$ cat src/sslc_pkg.sv
// Shared types and codes for the sorted static linked list core.
`timescale 1ns / 1ps

package sslc_pkg;

  typedef enum logic [1:0] {
    FUNC_SEARCH = 2'd0,
    FUNC_INSERT = 2'd1,
    FUNC_DELETE = 2'd2,
    FUNC_CLEAR  = 2'd3
  } func_t;

  typedef enum logic [1:0] {
    ST_DONE      = 2'd0,
    ST_NOT_FOUND = 2'd1,
    ST_DUPLICATE = 2'd2,
    ST_FULL      = 2'd3
  } status_t;

  typedef struct packed {
    func_t              func;
    logic signed [31:0] key;
  } in_t;

  typedef struct packed {
    status_t    status;
    logic [5:0] slot;
    logic [6:0] count;
  } out_t;

  typedef struct packed {
    logic rd_en;
    logic key_we;
    logic link_we;
  } store_ctl_t;

endpackage

$ cat src/sslc_store.sv
// Key and link memories with one registered read port and the untouched-slot link rule.
`timescale 1ns / 1ps

module sslc_store #(
  parameter int SLOTS = 64
) (
  input  logic                               clk,
  input  sslc_pkg::store_ctl_t               ctl,
  input  logic [$clog2(SLOTS)-1:0]           rd_addr,
  input  logic [$clog2(SLOTS+1)-1:0]         fill,
  input  logic [$clog2(SLOTS)-1:0]           key_waddr,
  input  logic signed [31:0]                 key_wdata,
  input  logic [$clog2(SLOTS)-1:0]           link_waddr,
  input  logic [$clog2(SLOTS+1)-1:0]         link_wdata,
  output logic signed [31:0]                 rd_key,
  output logic [$clog2(SLOTS+1)-1:0]         rd_link
);
  import sslc_pkg::*;

  localparam int IW = $clog2(SLOTS);
  localparam int LW = $clog2(SLOTS + 1);

  logic signed [31:0] key_mem [SLOTS];
  logic [LW-1:0]      link_mem [SLOTS];

  logic signed [31:0] key_q;
  logic [LW-1:0]      link_q;
  logic [IW-1:0]      addr_q;
  logic               fresh_q;

  always_ff @(posedge clk) begin
    if (ctl.key_we) begin
      key_mem[key_waddr] <= key_wdata;
    end
    if (ctl.link_we) begin
      link_mem[link_waddr] <= link_wdata;
    end
    if (ctl.rd_en) begin
      key_q   <= key_mem[rd_addr];
      link_q  <= link_mem[rd_addr];
      addr_q  <= rd_addr;
      fresh_q <= (LW'(rd_addr) >= fill);
    end
  end

  // A slot never allocated since reset or clear still links to the next slot.
  assign rd_key  = key_q;
  assign rd_link = fresh_q ? (LW'(addr_q) + LW'(1)) : link_q;

endmodule

$ cat src/sorted_static_linked_list_core.sv
// Top level of the sorted static linked list core: sequencer, list registers and result register.
`timescale 1ns / 1ps

// Usage: each beat on the input channel (in_valid/in_ready, payload in_data) asks for a
// search, insert, delete or clear on a sorted list of signed keys kept in SLOTS slots.
// Every input beat produces exactly one result beat on the output channel
// (out_valid/out_ready, payload out_data) with a status, a slot and the key count.
// Search, insert and delete walk the list through one memory read port, reading one link
// at a time in S_WALK and S_CMP; a walk visits at most SLOTS links. The next input beat
// can be taken once the result has moved into the output register. Clear and an insert
// into a full list skip the walk and go straight to the result.
// One item is worked on at a time; in_ready is high only while the sequencer is idle.
// A finished result sits in the output register until it is taken. If the receiver
// stalls with a result still held, the next item may be accepted and worked on, but its
// result is held, with the sequencer stalled, until the output register frees up.
// Reset empties the list and links every slot into the free list in ascending order.
// No clearing pass is needed: slots never allocated since reset or clear are tracked
// by a fill mark, so the block is ready as soon as reset is released.

module sorted_static_linked_list_core #(
  parameter int SLOTS = 64
) (
  input  logic           clk,
  input  logic           rst_n,
  input  logic           in_valid,
  output logic           in_ready,
  input  sslc_pkg::in_t  in_data,
  output logic           out_valid,
  input  logic           out_ready,
  output sslc_pkg::out_t out_data
);
  import sslc_pkg::*;

  localparam int IW = $clog2(SLOTS);
  localparam int LW = $clog2(SLOTS + 1);
  localparam logic [LW-1:0] NONE = LW'(SLOTS);

  typedef enum logic [7:0] {
    S_IDLE = 8'b0000_0001,
    S_WALK = 8'b0000_0010,
    S_CMP  = 8'b0000_0100,
    S_DEC  = 8'b0000_1000,
    S_FRD  = 8'b0001_0000,
    S_FLNK = 8'b0010_0000,
    S_UPD1 = 8'b0100_0000,
    S_UPD2 = 8'b1000_0000
  } state_t;

  state_t             state_r, state_nxt;
  logic               fin_r, fin_nxt;
  func_t              func_r, func_nxt;
  logic signed [31:0] key_r, key_nxt;
  logic [LW-1:0]      cur_r, cur_nxt;
  logic [LW-1:0]      prev_r, prev_nxt;
  logic [LW-1:0]      steps_r, steps_nxt;
  logic               hit_r, hit_nxt;
  logic [LW-1:0]      cur_link_r, cur_link_nxt;
  logic [LW-1:0]      lhead_r, lhead_nxt;
  logic [LW-1:0]      fhead_r, fhead_nxt;
  logic [LW-1:0]      cnt_r, cnt_nxt;
  logic [LW-1:0]      fill_r, fill_nxt;
  status_t            status_r, status_nxt;
  logic [IW-1:0]      slot_r, slot_nxt;
  logic               out_valid_r, out_valid_nxt;
  out_t               out_data_r, out_data_nxt;

  store_ctl_t         ctl;
  logic [IW-1:0]      rd_addr;
  logic [IW-1:0]      key_waddr;
  logic [IW-1:0]      link_waddr;
  logic [LW-1:0]      link_wdata;
  logic signed [31:0] rd_key;
  logic [LW-1:0]      rd_link;

  logic cur_ok, prev_ok;

  assign cur_ok  = (cur_r < NONE);
  assign prev_ok = (prev_r < NONE);

  sslc_store #(
    .SLOTS(SLOTS)
  ) u_store (
    .clk       (clk),
    .ctl       (ctl),
    .rd_addr   (rd_addr),
    .fill      (fill_r),
    .key_waddr (key_waddr),
    .key_wdata (key_r),
    .link_waddr(link_waddr),
    .link_wdata(link_wdata),
    .rd_key    (rd_key),
    .rd_link   (rd_link)
  );

  always_comb begin
    state_nxt     = state_r;
    fin_nxt       = fin_r;
    func_nxt      = func_r;
    key_nxt       = key_r;
    cur_nxt       = cur_r;
    prev_nxt      = prev_r;
    steps_nxt     = steps_r;
    hit_nxt       = hit_r;
    cur_link_nxt  = cur_link_r;
    lhead_nxt     = lhead_r;
    fhead_nxt     = fhead_r;
    cnt_nxt       = cnt_r;
    fill_nxt      = fill_r;
    status_nxt    = status_r;
    slot_nxt      = slot_r;
    out_valid_nxt = out_valid_r & ~out_ready;
    out_data_nxt  = out_data_r;
    ctl           = '0;
    rd_addr       = cur_r[IW-1:0];
    key_waddr     = fhead_r[IW-1:0];
    link_waddr    = prev_r[IW-1:0];
    link_wdata    = LW'(slot_r);

    if (fin_r) begin
      if (!out_valid_r || out_ready) begin
        out_data_nxt.status = status_r;
        out_data_nxt.slot   = 6'(slot_r);
        out_data_nxt.count  = 7'(cnt_r);
        out_valid_nxt       = 1'b1;
        fin_nxt             = 1'b0;
      end
    end else begin
      case (state_r)
        S_IDLE: begin
          if (in_valid) begin
            func_nxt   = in_data.func;
            key_nxt    = in_data.key;
            cur_nxt    = lhead_r;
            prev_nxt   = NONE;
            steps_nxt  = '0;
            hit_nxt    = 1'b0;
            status_nxt = ST_DONE;
            slot_nxt   = '0;
            case (in_data.func)
              FUNC_CLEAR: begin
                lhead_nxt = NONE;
                fhead_nxt = '0;
                cnt_nxt   = '0;
                fill_nxt  = '0;
                fin_nxt   = 1'b1;
              end
              FUNC_INSERT: begin
                if (fhead_r >= NONE) begin
                  status_nxt = ST_FULL;
                  fin_nxt    = 1'b1;
                end else begin
                  state_nxt = S_WALK;
                end
              end
              default: begin
                state_nxt = S_WALK;
              end
            endcase
          end
        end
        S_WALK: begin
          if (cur_ok && (steps_r < NONE)) begin
            ctl.rd_en = 1'b1;
            state_nxt = S_CMP;
          end else begin
            cur_nxt   = NONE;
            hit_nxt   = 1'b0;
            state_nxt = S_DEC;
          end
        end
        S_CMP: begin
          if (rd_key < key_r) begin
            prev_nxt  = cur_r;
            cur_nxt   = rd_link;
            steps_nxt = steps_r + LW'(1);
            state_nxt = S_WALK;
          end else begin
            hit_nxt      = (rd_key == key_r);
            cur_link_nxt = rd_link;
            state_nxt    = S_DEC;
          end
        end
        S_DEC: begin
          case (func_r)
            FUNC_INSERT: begin
              if (hit_r) begin
                status_nxt = ST_DUPLICATE;
                fin_nxt    = 1'b1;
                state_nxt  = S_IDLE;
              end else begin
                state_nxt = S_FRD;
              end
            end
            FUNC_DELETE: begin
              if (hit_r) begin
                state_nxt = S_UPD1;
              end else begin
                status_nxt = ST_NOT_FOUND;
                fin_nxt    = 1'b1;
                state_nxt  = S_IDLE;
              end
            end
            default: begin
              if (hit_r) begin
                slot_nxt = cur_r[IW-1:0];
              end else begin
                status_nxt = ST_NOT_FOUND;
              end
              fin_nxt   = 1'b1;
              state_nxt = S_IDLE;
            end
          endcase
        end
        S_FRD: begin
          ctl.rd_en = 1'b1;
          rd_addr   = fhead_r[IW-1:0];
          state_nxt = S_FLNK;
        end
        S_FLNK: begin
          ctl.key_we  = 1'b1;
          ctl.link_we = 1'b1;
          link_waddr  = fhead_r[IW-1:0];
          slot_nxt    = fhead_r[IW-1:0];
          fhead_nxt   = rd_link;
          cnt_nxt     = cnt_r + LW'(1);
          if (fhead_r >= fill_r) begin
            fill_nxt = fhead_r + LW'(1);
          end
          if (prev_ok) begin
            link_wdata = cur_r;
            state_nxt  = S_UPD1;
          end else begin
            link_wdata = lhead_r;
            lhead_nxt  = fhead_r;
            fin_nxt    = 1'b1;
            state_nxt  = S_IDLE;
          end
        end
        S_UPD1: begin
          if (func_r == FUNC_INSERT) begin
            ctl.link_we = 1'b1;
            link_wdata  = LW'(slot_r);
            fin_nxt     = 1'b1;
            state_nxt   = S_IDLE;
          end else begin
            if (prev_ok) begin
              ctl.link_we = 1'b1;
              link_wdata  = cur_link_r;
            end else begin
              lhead_nxt = cur_link_r;
            end
            state_nxt = S_UPD2;
          end
        end
        S_UPD2: begin
          ctl.link_we = 1'b1;
          link_waddr  = cur_r[IW-1:0];
          link_wdata  = fhead_r;
          fhead_nxt   = cur_r;
          if (cnt_r != '0) begin
            cnt_nxt = cnt_r - LW'(1);
          end
          slot_nxt  = cur_r[IW-1:0];
          fin_nxt   = 1'b1;
          state_nxt = S_IDLE;
        end
        default: begin
          state_nxt = S_IDLE;
        end
      endcase
    end
  end

  always_ff @(posedge clk) begin
    if (!rst_n) begin
      state_r     <= S_IDLE;
      fin_r       <= 1'b0;
      lhead_r     <= NONE;
      fhead_r     <= '0;
      cnt_r       <= '0;
      fill_r      <= '0;
      out_valid_r <= 1'b0;
    end else begin
      state_r     <= state_nxt;
      fin_r       <= fin_nxt;
      lhead_r     <= lhead_nxt;
      fhead_r     <= fhead_nxt;
      cnt_r       <= cnt_nxt;
      fill_r      <= fill_nxt;
      out_valid_r <= out_valid_nxt;
    end
  end

  always_ff @(posedge clk) begin
    func_r     <= func_nxt;
    key_r      <= key_nxt;
    cur_r      <= cur_nxt;
    prev_r     <= prev_nxt;
    steps_r    <= steps_nxt;
    hit_r      <= hit_nxt;
    cur_link_r <= cur_link_nxt;
    status_r   <= status_nxt;
    slot_r     <= slot_nxt;
    out_data_r <= out_data_nxt;
  end

  assign in_ready  = (state_r == S_IDLE) && !fin_r;
  assign out_valid = out_valid_r;
  assign out_data  = out_data_r;

endmodule

$ cat config.mk
export PLATFORM = sky130hd
export DESIGN_NAME = sorted_static_linked_list_core
export DESIGN_NICKNAME = d
export VERILOG_FILES = /design/src/sslc_pkg.sv /design/src/sslc_store.sv /design/src/sorted_static_linked_list_core.sv
export SDC_FILE = /design/constraint.sdc
export NUM_CORES = 2
export LEC_CHECK = 0
export ABC_AREA = 1
export BUFFER_PORTS_ARGS = -buffer_cell sky130_fd_sc_hd__buf_2
export CAP_MARGIN = 20
export CORE_MARGIN = 3
export CORE_UTILIZATION = 57
export DETAILED_ROUTE_END_ITERATION = 10
export HOLD_SLACK_MARGIN = 0.1
export PLACE_DENSITY = 0.77
export SLEW_MARGIN = 10
export SYNTH_ARGS = -nofsm -noshare
export SYNTH_HDL_FRONTEND = slang
export SYNTH_SLANG_ARGS = --single-unit
$ cat constraint.sdc
create_clock -name clk -period 4.7 [get_ports clk]
set_clock_uncertainty 0.15 [all_clocks]
set_input_delay 0.94 -clock clk [delete_from_list [all_inputs] [get_ports clk]]
set_output_delay 0.94 -clock clk [all_outputs]
set_load 0.05 [all_outputs]
## After elaboration in Yosys (flattened, before gate mapping)

Memories as Yosys holds them, arrays and structs flattened. A register that Yosys moved wholly into a read port is not among the register bits.
Index checks and enable logic that the tools add are counted.

| word-level totals | value |
|---|---|
| register bits | 131 |
| bits in latches | 0 |
| bits in writable memories | 2496 |
| memory bits (read-only) | 0 |
| output and inout bits | 17 |
| word-level logic and storage cells | 179 |
| memories | 2 |

| cells by class | value |
|---|---|
| add/sub/neg operators | 5 |
| multiply operators | 0 |
| div/mod/pow operators | 0 |
| $lt $le $gt $ge | 7 |
| equal/unequal tests | 29 |
| shift-type cells | 0 |
| multiplexer cells | 83 |
| bitwise logic cells | 4 |
| reductions and logical operators | 28 |

Memory list:

| memory | words | width | read ports | clocked after memory_dff | write ports | line | source |
|---|---|---|---|---|---|---|---|
| u_store.key_mem | 64 | 32 | 1 | 1 | 1 | sslc_store.sv:23 | `logic signed [31:0] key_mem [SLOTS];` |
| u_store.link_mem | 64 | 7 | 1 | 1 | 1 | sslc_store.sv:24 | `logic [LW-1:0] link_mem [SLOTS];` |

Operators by type and width:

| cell | number |
|---|---|
| 7-bit two-way mux | 23 |
| 7-bit case mux with 3 select lines | 5 |
| 8-bit case mux with 7 select lines | 1 |
| 7-bit case mux with 2 select lines | 3 |
| 6-bit two-way mux | 6 |
| 32-bit equality test | 1 |
| 32-bit < comparator | 1 |
| 8-bit case mux with 2 select lines | 2 |
| 5-bit AND reduction | 6 |
| 8-bit two-way mux | 3 |
| 2-bit inequality test (second input constant) | 12 |
| 6-bit case mux with 4 select lines | 1 |
| 7-bit by 1-bit adder with 7-bit output (second input constant) | 3 |
| 7-bit < comparator (second input constant) | 3 |
| 1-bit two-way mux | 21 |
| 2-bit two-way mux | 6 |
| 6-bit case mux with 2 select lines | 1 |
| 4-bit AND reduction | 3 |
| 3-bit inequality test (second input constant) | 3 |
| 3-bit nonzero test | 3 |
| 8-bit by 1-bit equality test with 1-bit output (second input constant) | 1 |
| 8-bit by 2-bit equality test with 1-bit output (second input constant) | 1 |
| 8-bit by 3-bit equality test with 1-bit output (second input constant) | 1 |
| 8-bit by 4-bit equality test with 1-bit output (second input constant) | 1 |
| 31 further kinds | 45 |

## Logic depth before layout (Yosys ltp)

| depth | value |
|---|---|
| word-level depth | 7 |
| gate-level depth with buffers | 18 |

## Cells and area by module

From an unflattened synthesis, not the netlist that was laid out.

| unflattened totals | value |
|---|---|
| cell total of the unflattened synthesis | 9172 |
| area total of the unflattened synthesis | 109251.0 um2 |

Modules (own cells, without submodules):

| module | instances | cells an instance | area an instance (um2) |
|---|---|---|---|
| sslc_store | 1 | 8407 | 102482.0 |
| sorted_static_linked_list_core | 1 | 765 | 6769.0 |

## Least setup slack after synthesis

No wires, ideal clock.

| timing | value |
|---|---|
| path kind | flip-flop to flip-flop |
| start point | reg state_r[2] |
| end point | mem u_store.link_mem[0][1] in the netlist's numbering (data pin) |
| data arrival time | 3.956 ns |
| required time | 3.848 ns |
| slack | -0.108 ns |
| cell stages (with the launch flop) | 11 |
| buffers on the path | 1 |
| clock period less this slack | 4.808 ns |
| cells stage by stage | dfxtp_1 nor2_2 nand2_2 inv_4 nand2_1 inv_1 clkbuf_1 nand2_1 o221ai_1 a21oi_1 o21ai_0 |

| between the ends | value |
|---|---|
| cells in the longest elaborated chain, start to end | 3 |
| elaborated cells on any way between the ends | 5 |
| those cells by class | eq/ne (3); mux (2) |

RTL lines:

| item | line | source |
|---|---|---|
| from (decl) | sorted_static_linked_list_core.sv:49 | `state_t state_r, state_nxt;` |
| from (signal assigned) | sorted_static_linked_list_core.sv:284 | `state_r <= state_nxt;` |
| 8-bit equality test, or another cell as far along | sorted_static_linked_list_core.sv:128 | `case (state_r)` |
| 7-bit case mux with 3 select lines * | sorted_static_linked_list_core.sv:128 |  |
| 7-bit two-way mux * | sorted_static_linked_list_core.sv:119 | `if (fin_r) begin` |
| named net link_wdata[1] | sorted_static_linked_list_core.sv:71 | `logic [LW-1:0] link_wdata;` |
| to (decl) | sslc_store.sv:24 |  |

The timed path passes the listed nets; every way through them passes the cells marked *.

## Worst setup path in the final report

| timing | value |
|---|---|
| start point | reg state_r[5] |
| end point | mem u_store.link_mem[19][5] in the netlist's numbering, enable pin |

| between the ends | value |
|---|---|
| cells in the longest elaborated chain, start to end | 6 |
| elaborated cells on any way between the ends | 10 |
| those cells by class | eq/ne (3); mux (6); reduce/logical (1) |

RTL lines:

| item | line | source |
|---|---|---|
| 8-bit equality test / 8-bit by 6-bit equality test with 1-bit output (equally long branches) | sorted_static_linked_list_core.sv:128 |  |
| 2-bit OR reduction (no line) | - |  |
| 1-bit case mux with 2 select lines | sorted_static_linked_list_core.sv:128 |  |
| 3-bit two-way mux | sorted_static_linked_list_core.sv:119 |  |
| 1-bit two-way mux | sslc_store.sv:35 | `if (ctl.link_we) begin` |
| 1-bit two-way mux (not written as such) | sslc_store.sv:36 | `link_mem[link_waddr] <= link_wdata;` |

Several ways; a longest one is shown, not always the timed one.

==> metrics.md <==
| Metric | Value |
|---|---|
| Total gr overflow | `0` |
| Layout Area Growth over Synthesis | `11.5%` |
| Top Ports | `55` |
| Die area | `between 200000 and 250000 µm²` |
| Outcome | `finished with violations` |
| Vias in the first global route | `81561` |
| Initial antenna violation count | `9` |
| Synthesized Nets | `11562` |
| EDFF count, synth | `roughly 2600` |
| CTS root buffer | `clkbuf_16` |
| Layout cells sized above 1 | `6.76%` |
| Cells after Synth | `11467` |
| Synth top area share | `between 60% and 70%` |
| Routed via count | `about 84000` |
| H-tree depth | `5` |
| Dpl cell area | `122000 µm²` |
| Netlist cell types | `50` |
| Clk slew on worst S/H paths | `0.06 ns` |
| Worst slew margin | `between 20% and 30%` |
| CTS Buffer Depth | `4` |
| Async SR Flop Fraction | `0%` |
| DIE WIDTH | `460 µm` |
| Core Util, Final | `64.3%` |
| Initial Util | `~58%` |
| Pwr Density | `576 nW/µm²` |
| RePlAce Congestion | `approximately 0.91` |
| Slew @ Worst Pin | `1.18 ns` |
| Primary FF master, synth | `edfxtp_1` |
| Critical path endpoint category | `flip-flop` |
| Post-CTS setup buffers | `0` |
| HP Class | `primary input to flip-flop` |
| Final WL | `328000 µm` |
| Port bufs | `54` |
| Drt pass-1 iters | `11` |
| Area contributors post-synth | `edfxtp_1, nand3_1, nand2_1` |
| Die Y | `460 µm` |
| Synth Register Bits | `roughly 2700` |
| Filler instances | `14531` |
| Critical Path AT | `4.56 ns` |
| Post-synth top area cell | `edfxtp_1` |
| Failing checks | `design-rule violations` |
| Final setup fails | `0` |
| RSZ-0062 raised after global routing | `no` |
| Post-Syn Area | `117000 µm²` |
| Leakage | `55.7 nW` |
| Clock sink total | `2666` |
| Fin nets | `approximately 12000` |
| TritonCTS buffer count | `roughly 290` |
| Crit-path max FO | `12` |
| Yosys Warn Count | `0` |
| Synth Area per Inst | `10.2 µm²` |
| Clk Latency, worst-skew pair | `0.93 ns` |
| Req. time, crit path | `5.11 ns` |
| Routed length per placed instance | `22.7 µm` |
| Drt via density | `5.82` |
| First-pass GRT wire length | `487000 µm` |
| Design area | `131000 µm²` |
| Initial drt markers | `approximately 13000` |
| DRC violations left | `1` |
| Total core area | `around 200000 µm²` |
| Max-Cap Viols | `0` |
| TritonCTS clock tree | `built` |
| Pins Over Slew Limit | `0` |
| Fmax | `241 MHz` |
| Dpl hpwl | `about 180000 µm` |
| Final Cycle Share | `88.2%` |
| Global Route Usage Sum | `a little under a third` |
| Seq/Total Area, Yosys | `67.8%` |
| Final Hold Viols | `0` |
| Overall Power | `75.4 mW` |
| Worst Setup Start Kind | `flip-flop` |
| Crit path time final | `~4.1 ns` |
| Detail Route Antenna Nets | `0` |
| Largest net degree at the start of global routing | `129` |
| Setup TNS | `0 ns` |
| Crit Path Category | `flip-flop to flip-flop` |
| Num rows | `165` |
| Max rail drop VDD | `0.568 mV` |
[worst max-delay path, stage by stage (launching register included)]
cell and delay, ns:
dfxtp_1 0.37, inv_2 0.07, nand2_1 0.10, nor3_1 0.18, nand2_1 0.21, nand2_1 0.20, nand2_1 0.25, o21ai_0 0.75
nand2_1 0.11, inv_1 0.15, nand3_1 0.55, nor2_1 0.69
[final cells by class]
cell class	count	area [µm²]	area share, %
inverter	2495	9380	7.17
timing repair buffer	360	3550	2.71
antenna	1	2.50	0.00191
clock inverter	119	1060	0.809
tap	2672	3340	2.55
multi-input combinational	5737	26300	20.1
sequential	2666	79700	60.9
clock buffer	360	7570	5.78
[routing by layer]
layer	share of wire (%)	GRT usage [%]	vias to the layer above
met4	5.9	16.7	4
met3	13	6.13	1159
li1	-	-	37287
met1	35	40.0	39501
met5	0.0073	0	-
met2	46	48.3	5895
[sequential cells by signal (all words and copies together) (netlist names), 8 cells and up]
register	count
u_store.rd_key	32
u_store.link_mem	448
u_store.key_mem	2048
out_data	15
key_r	32
state_r	8
[through the flow]
stage	setup WS, ns	std cells	hold WS [ns]
5_1_grt	0.279	14410	0.119
6_report	0.556	14410	0.164
3_3_place_gp	0.700	13897	0.264
4_1_cts	0.747	14409	0.108
3_5_place_dp	0.771	13897	0.272
2_1_floorplan	0.0421	11467	0.250
[synth_stat cells, types with 2 or more instances]
cell type and instances:
a22oi_1 2, buf_2 420, nor2_2 4, a31oi_1 9, or2_1 2, a21oi_1 61
o21ai_1 3, nor2_4 2, nand3_1 2447, o21ai_2 4, nand2_2 4, inv_2 8
ha_1 56, nor4_1 2, buf_1 22, clkbuf_1 113, nand4_1 11, o21ai_0 78
dfxtp_1 38, o221ai_1 5, nor3_1 21, nand3b_1 3, o22ai_1 8, o21a_1 7
nor3b_1 4, xnor2_1 4, nor2_1 187, edfxtp_1 2628, buf_4 13, a211oi_1 4
inv_1 2485, xor2_1 5, nand2_1 2788, or2_2 3
[cells in the final DEF (no fill, tap or decap), types with 3 or more instances in the layout]
cell and n:
a21oi_1 61, clkbuf_16 292, or2_2 3, nand3_1 2447
inv_2 7, clkinv_2 35, nor2_2 4, buf_4 201
o22ai_1 8, xor2_1 5, clkinvlp_4 5, nand3b_1 3
a211oi_1 4, edfxtp_1 2628, o221ai_1 5, nand2_1 2787
buf_12 72, nor3_1 20, o21ai_0 70, a31oi_1 9
nor2_4 66, buf_2 54, dfxtp_1 38, nand4_1 11
ha_1 56, nand2_2 3, nor2_1 123, dlygate4sd3_1 33
o21ai_4 12, clkbuf_1 67, inv_1 2482, inv_6 6
o21ai_1 3, nor3b_1 4, o21a_1 7, xnor2_1 4
bufinv_16 19, clkinv_1 54
[where the power goes]
part           switching (mW)  internal (mW)
Combinational            19.0           6.61
Clock                    8.95           12.4
Sequential              0.337           28.2
[cell families (layout without fill, tap and decap cells)]
| group | count (synthesis) | in the layout | synth area share, % |
|---|---|---|---|
| fa+ha+maj | 57 | 57 | 0.614 |
| compound gates | 188 | 188 | 0.895 |
| xor+xnor | 9 | 9 | 0.0671 |
| buf+inv | 3064 | 3334 | 10.3 |
| flops | 2666 | 2666 | 67.8 |
| simple gates | 5483 | 5483 | 20.3 |
| other cells | 0 | 1 | 0 |
[worst paths after layout]
path	start	endpoint	slack, ns	depth (start not counted)
max reg2reg	state_r[5]	u_store.link_mem[19][5]	0.56	11
max	state_r[5]	u_store.link_mem[19][5]	0.56	11
min reg2reg	status_r[1]	out_data[14]	0.28	0
min	in_data[7]	key_r[7]	0.16	1
[what timing repair did]
| action | 4_1_cts | 5_1_grt |
|---|---|---|
| hold buffers | 33 | 0 |
| gates resized for setup | 0 | 0 |
| hold endpoints to repair | 33 | 0 |
Note: power is estimated with default switching activity, not from simulation.
